==> config.mk <==
export PLATFORM = sky130hd
export DESIGN_NAME = spq_cell
export DESIGN_NICKNAME = d
export VERILOG_FILES = /design/src/rtl/spq_pkg.sv /design/src/rtl/spq_cell.sv
export SDC_FILE = /design/constraint.sdc
export NUM_CORES = 1
export LEC_CHECK = 0
export ABC_AREA = 1
export ABC_CLOCK_PERIOD_IN_PS = 2200
export BUFFER_PORTS_ARGS = -buffer_cell sky130_fd_sc_hd__buf_2
export CORE_ASPECT_RATIO = 0.6
export CORE_MARGIN = 4
export CORE_UTILIZATION = 43
export DETAILED_ROUTE_END_ITERATION = 10
export GPL_ROUTABILITY_DRIVEN = 0
export MAX_ROUTING_LAYER = met4
export PLACE_DENSITY_LB_ADDON = 0.15
export SLEW_MARGIN = 20
export SYNTH_ARGS = -nofsm -noshare
export SYNTH_HDL_FRONTEND = slang
export SYNTH_SLANG_ARGS = --single-unit
==> constraint.sdc <==
create_clock -name i_clk -period 2.2 [get_ports i_clk]
set_input_delay 0.22 -clock i_clk [delete_from_list [all_inputs] [get_ports i_clk]]
set_output_delay 0.22 -clock i_clk [all_outputs]
set_load 0.02 [all_outputs]
==> src/rtl/spq_pkg.sv <==
// shared types, constants and status codes for the stable priority queue
package spq_pkg;

    localparam int CAPACITY = 64;
    localparam int ID_BITS  = 16;
    localparam int CNT_W    = $clog2(CAPACITY + 1);
    localparam int TAG_W    = 16;
    localparam int PRIO_W   = 16;

    localparam logic [2:0] ST_OK    = 3'd0;
    localparam logic [2:0] ST_NULL  = 3'd1;
    localparam logic [2:0] ST_DUP   = 3'd2;
    localparam logic [2:0] ST_FULL  = 3'd3;
    localparam logic [2:0] ST_EMPTY = 3'd4;

    localparam logic FN_INSERT = 1'b0;
    localparam logic FN_REMOVE = 1'b1;

    typedef struct packed {
        logic [ID_BITS-1:0]       id;
        logic signed [TAG_W-1:0]  kind;
        logic signed [PRIO_W-1:0] prio;
    } t_entry;

    typedef struct packed {
        logic eval;
        logic ins;
        logic rem;
    } t_cell_ctrl;

    typedef enum logic [1:0] {
        S_IDLE,
        S_EVAL,
        S_APPLY
    } t_state;

endpackage

==> src/rtl/spq_cell.sv <==
// one slot of the sorted chain: compare flags, shift in from either neighbor
module spq_cell (
    input  logic               i_clk,
    input  spq_pkg::t_cell_ctrl i_ctrl,
    input  logic               i_valid,
    input  spq_pkg::t_entry    i_new,
    input  spq_pkg::t_entry    i_prev,
    input  logic               i_prev_le,
    input  spq_pkg::t_entry    i_next,
    output spq_pkg::t_entry    o_entry,
    output logic               o_le,
    output logic               o_hit
);

    spq_pkg::t_entry r_entry;
    spq_pkg::t_entry n_entry;
    logic            r_le;
    logic            r_hit;

    always_comb begin
        n_entry = r_entry;
        if (i_ctrl.ins && !r_le) begin
            // first slot past the equal-or-lower run takes the new entry
            n_entry = i_prev_le ? i_new : i_prev;
        end else if (i_ctrl.rem) begin
            n_entry = i_next;
        end
    end

    always_ff @(posedge i_clk) begin
        r_entry <= n_entry;
        if (i_ctrl.eval) begin
            r_le  <= i_valid && ($signed(r_entry.prio) <= $signed(i_new.prio));
            r_hit <= i_valid && (r_entry.id == i_new.id);
        end
    end

    assign o_entry = r_entry;
    assign o_le    = r_le;
    assign o_hit   = r_hit;

endmodule

# ---- Word level (Yosys, flattened, before mapping)
# Index checks and enable logic that the tools add are counted.
dict set report word_totals {
  register_bits 50
  inputBits 150
  out_inout_bits 50
  wordCells 15
}
dict set report classes {
  magnitude_cmp 1
  eq_ne 1
  n_mux 3
  reduce_logical 5
}
# op n
set op_table {}
lappend op_table {{$mux W48} 3}
lappend op_table {{$eq A16 B16 Y1} 1}
lappend op_table {{$le A16 B16 Y1} 1}
lappend op_table {{$logic_and A1 B1 Y1} 3}
lappend op_table {{$reduce_bool A2 Y1} 1}
lappend op_table {{$logic_not A1 Y1} 1}

# ---- Logic depth before layout (Yosys ltp)
dict set report depth {
  depth_word 3
  ltp_mapped 15
}

# ---- Least setup slack after synthesis
# No wires, ideal clock.
dict set report synth_timing {
  path_kind {register to register}
  start {reg r_le, in the netlist o_le}
  end {reg r_entry, in the netlist o_entry[0] (enable)}
  t_arrival_ns 1.598
  t_required_ns 1.816
  slack_ns 0.217
  path_stages_with_launch 5
  path_cell_list {edfxtp_1 -> nor2_4 -> buf_6 -> buf_4 -> or2_2}
}
dict set report synth_via {
  elab_chain_cells 3
}
# element line_no
set synth_lines {}
lappend synth_lines {{start, declared} spq_cell.sv:17} ;# logic r_le;
lappend synth_lines {{start signal, assigned} spq_cell.sv:33} ;# r_le <= i_valid && ($signed(r_entry.prio) <= $signed(i_new.prio));
lappend synth_lines {{$logic_not A1 Y1} spq_cell.sv:22} ;# if (i_ctrl.ins && !r_le) begin
lappend synth_lines {{$logic_and A1 B1 Y1} spq_cell.sv:22}
lappend synth_lines {{$reduce_bool A2 Y1 (no line)} --}
lappend synth_lines {{end signal, assigned} spq_cell.sv:31} ;# r_entry <= n_entry;
lappend synth_lines {{end, declared} spq_cell.sv:15} ;# spq_pkg::t_entry r_entry;
# No other way between the ends.
# A chain may end at the register's enable or synchronous reset.

# ---- Final worst setup path
dict set report layout_timing {
  start {reg r_entry, in the netlist o_entry[15]}
  end {reg r_le, in the netlist o_le (data pin)}
}
dict set report layout_via {
  elab_chain_cells 2
}
# element line_no
set layout_lines {}
lappend layout_lines {{$le A16 B16 Y1} spq_cell.sv:33}
lappend layout_lines {{$logic_and A1 B1 Y1} spq_cell.sv:33}
# No other way between the ends.

==> results by group <==
Outcome
  • Outcome: finished clean

Synth
  • Top FF cell, synth: edfxtp_1
  • Mapped Area: 3170 um2
  • Sequential share of the synthesized area: 47.4%
  • Ys async rst share: 0%
  • Syn Nets: 551
  • Cell count after synthesis: 385
  • Largest area contributor in the netlist: edfxtp_1
  • FF+latch count, synth: 50
  • Yosys warns: 0
  • Synth top area cells: edfxtp_1, o21ai_0, nand2_1
  • Syn_area_per_cell: 8.23 um2
  • Post-synth EDFFs: 50
  • Share of the synthesized area in the top cell type: 47.4%
  • Library cells used by synthesis: 26

Worst setup path
  • CP delay by family, top: flip-flops
  • Worst setup SP type: flop
  • Critical path's slowest cell: edfxtp_1
  • WS Path Type: reg -> reg
  • CP max FO: 5
  • Most frequent cell on the critical path: nand2_1
  • Critical Path Max Stage Delay: 410 ps
  • Critical Path AT: 1750 ps
  • WP data required: 2250 ps
  • Buf/Inv on CP: 1
  • Crit end category: flop
  • Cell Chain, Critical Path: ha_1, a21oi_1, o21ai_0, nor2_1, nand2_1, nand2_1, nand3_1, nand2_1, inv_1

Power and ir drop
  • Overall power: 2.93 mW
  • Power Dens Cells: 670 nW/um2
  • Leakage: 2.21 nW
  • Max VDD drop: 0.000358 V

Clock network
  • H-tree depth: 2
  • Max clock buf depth: 2
  • Clk root buf: clkbuf_16
  • Worst skew pair latency: 280 ps
  • Hold Buf Count CTS: 0
  • Setup Buffers After CTS: 0
  • Clk sink count: 50
  • CTS buffer count: 5
  • CTS resizes: 0
  • CTS tree: yes
  • Reg clk slew, reported paths: 70 ps

Hold path
  • HP Class: in -> reg

Placed design
  • Final HPWL DP: 7.76 mm
  • Place WS: 529 ps
  • Cell count after placement: 656
  • Port Buf Inserts: 199

Global route
  • Grt total ovfl: 0
  • Antenna violations before repair: 0
  • Largest net degree at the start of global routing: 49
  • Overall Global Routing Usage: 21.9%
  • Vias in the first global route: 3151
  • First-pass GRT wire length: 14.9 mm

Route
  • Routed met1 length: 4.35 mm
  • Number of DRC markers in iteration 0: 165
  • Post-DR wirelength/cell: 14.9 um
  • Routed via count: 3308
  • Top layer in use: met4
  • DR WL met2: 4.69 mm
  • DRC viols: 0
  • Routed Antenna Nets: 0
  • Met3 Wirelength: 754 um
  • Via density: 4.98
  • Drt pass-1 iters: 5
  • Routed wire length: 9.86 mm

Layout
  • Area delta synth->final: 38.1%
  • Final Non-Filler Cells: 664
  • Share of layout cells above drive strength 1: 37.6%
  • Antenna cells: 0
  • Fin nets: 742
  • Core Util, Final: 63.4%
  • Most frequent cells in the layout: buf_2, nand2_1, o21ai_0
  • Commonest non-fill, non-tap cell in the layout: buf_2

Timing
  • Fmax: 588 MHz
  • Post-route worst setup slack: 498 ps
  • Worst Skew: 6.00 ps
  • Least-Margin Pin Slew: 836 ps
  • Final setup TNS: 0 ps
  • Period Utilization, post-route: 77.4%
  • Slew Limit Headroom: 44.2%
  • RSZ-0062 raised after global routing: no
  • Fin crit period: 1700 ps
  • Hold Fails Final Rpt: 0
  • Setup violators final: 0
  • Max Slew Vio Count: 0

Die
  • Die area: 8850 um2
  • Die height: 74.5 um
  • Die width: 119 um
  • Core Footprint: 6910 um2
  • IO Pins: 200
  • Row cnt: 23
  • Initial core utilization: 45.9%

Run
  • Max cap viols: 0
-- cell type report --
class / count / area, um2
Timing Repair Buffer: 204 / 1060
Sequential cell: 50 / 1500
Clock buffer: 5 / 125
Inverter: 38 / 143
Multi-Input combinational cell: 277 / 1400
Tap cell: 87 / 109
Clock inverter: 3 / 40.0
Fill cell: 620 / 2530
-- worst paths after layout --
path | from | endpoint | slack (ps) | cells after the start
setup / recovery | o_entry[15] | o_le | 500 | 9
hold / removal | i_ctrl[2] | o_le | 170 | 1
setup reg to reg | o_entry[15] | o_le | 500 | 9
hold reg to reg | o_entry[42] | o_hit | 720 | 3
-- layer usage --
metal	up-vias	GRT usage (%)
met5	-	-
met4	0	3.59
met3	7	4.64
met2	135	38.1
met1	1478	27.1
li1	1688	-
-- cell families after synthesis --
family,Yosys count,share of synthesized area [%]
DFF,50,47.4
adders and majority gates,16,6.32
buffers and inverters,58,8.45
and+or+nand+nor,142,17.8
xor gates and xnor gates,3,0.830
AOI/OAI and AO/OA,116,19.2
-- registers in the layout, indices dropped and copies added (netlist names) --
register / cells
o_le: 1
o_entry: 48
o_hit: 1
-- per-stage QoR --
| step | instance area [um2] | hold WS, ps |
|---|---|---|
| after global routing | 4380 | 154 |
| after floorplan | 3170 | 332 |
| after CTS | 4380 | 159 |
| after global placement | 4210 | 464 |
| final | 4380 | 166 |
| after detailed placement | 4210 | 458 |
-- where the power goes --
part / switching, mW / total (mW) / internal [mW] / leakage [nW]
logic: 0.502 / 0.819 / 0.318 / 1.62
clock network: 0.330 / 0.862 / 0.532 / 0.0836
registers: 0.0540 / 1.25 / 1.19 / 0.508
-- Yosys cell counts, types with 4 or more instances --
library cell and number:
a21oi_1 7, buf_2 6, buf_6 4, clkbuf_1 6
edfxtp_1 50, ha_1 16, inv_1 36, nand2_1 75
nand3_1 6, nor2_1 54, o21ai_0 73, o21ai_1 27
o22ai_1 4
(Power assumes the default switching activity.)
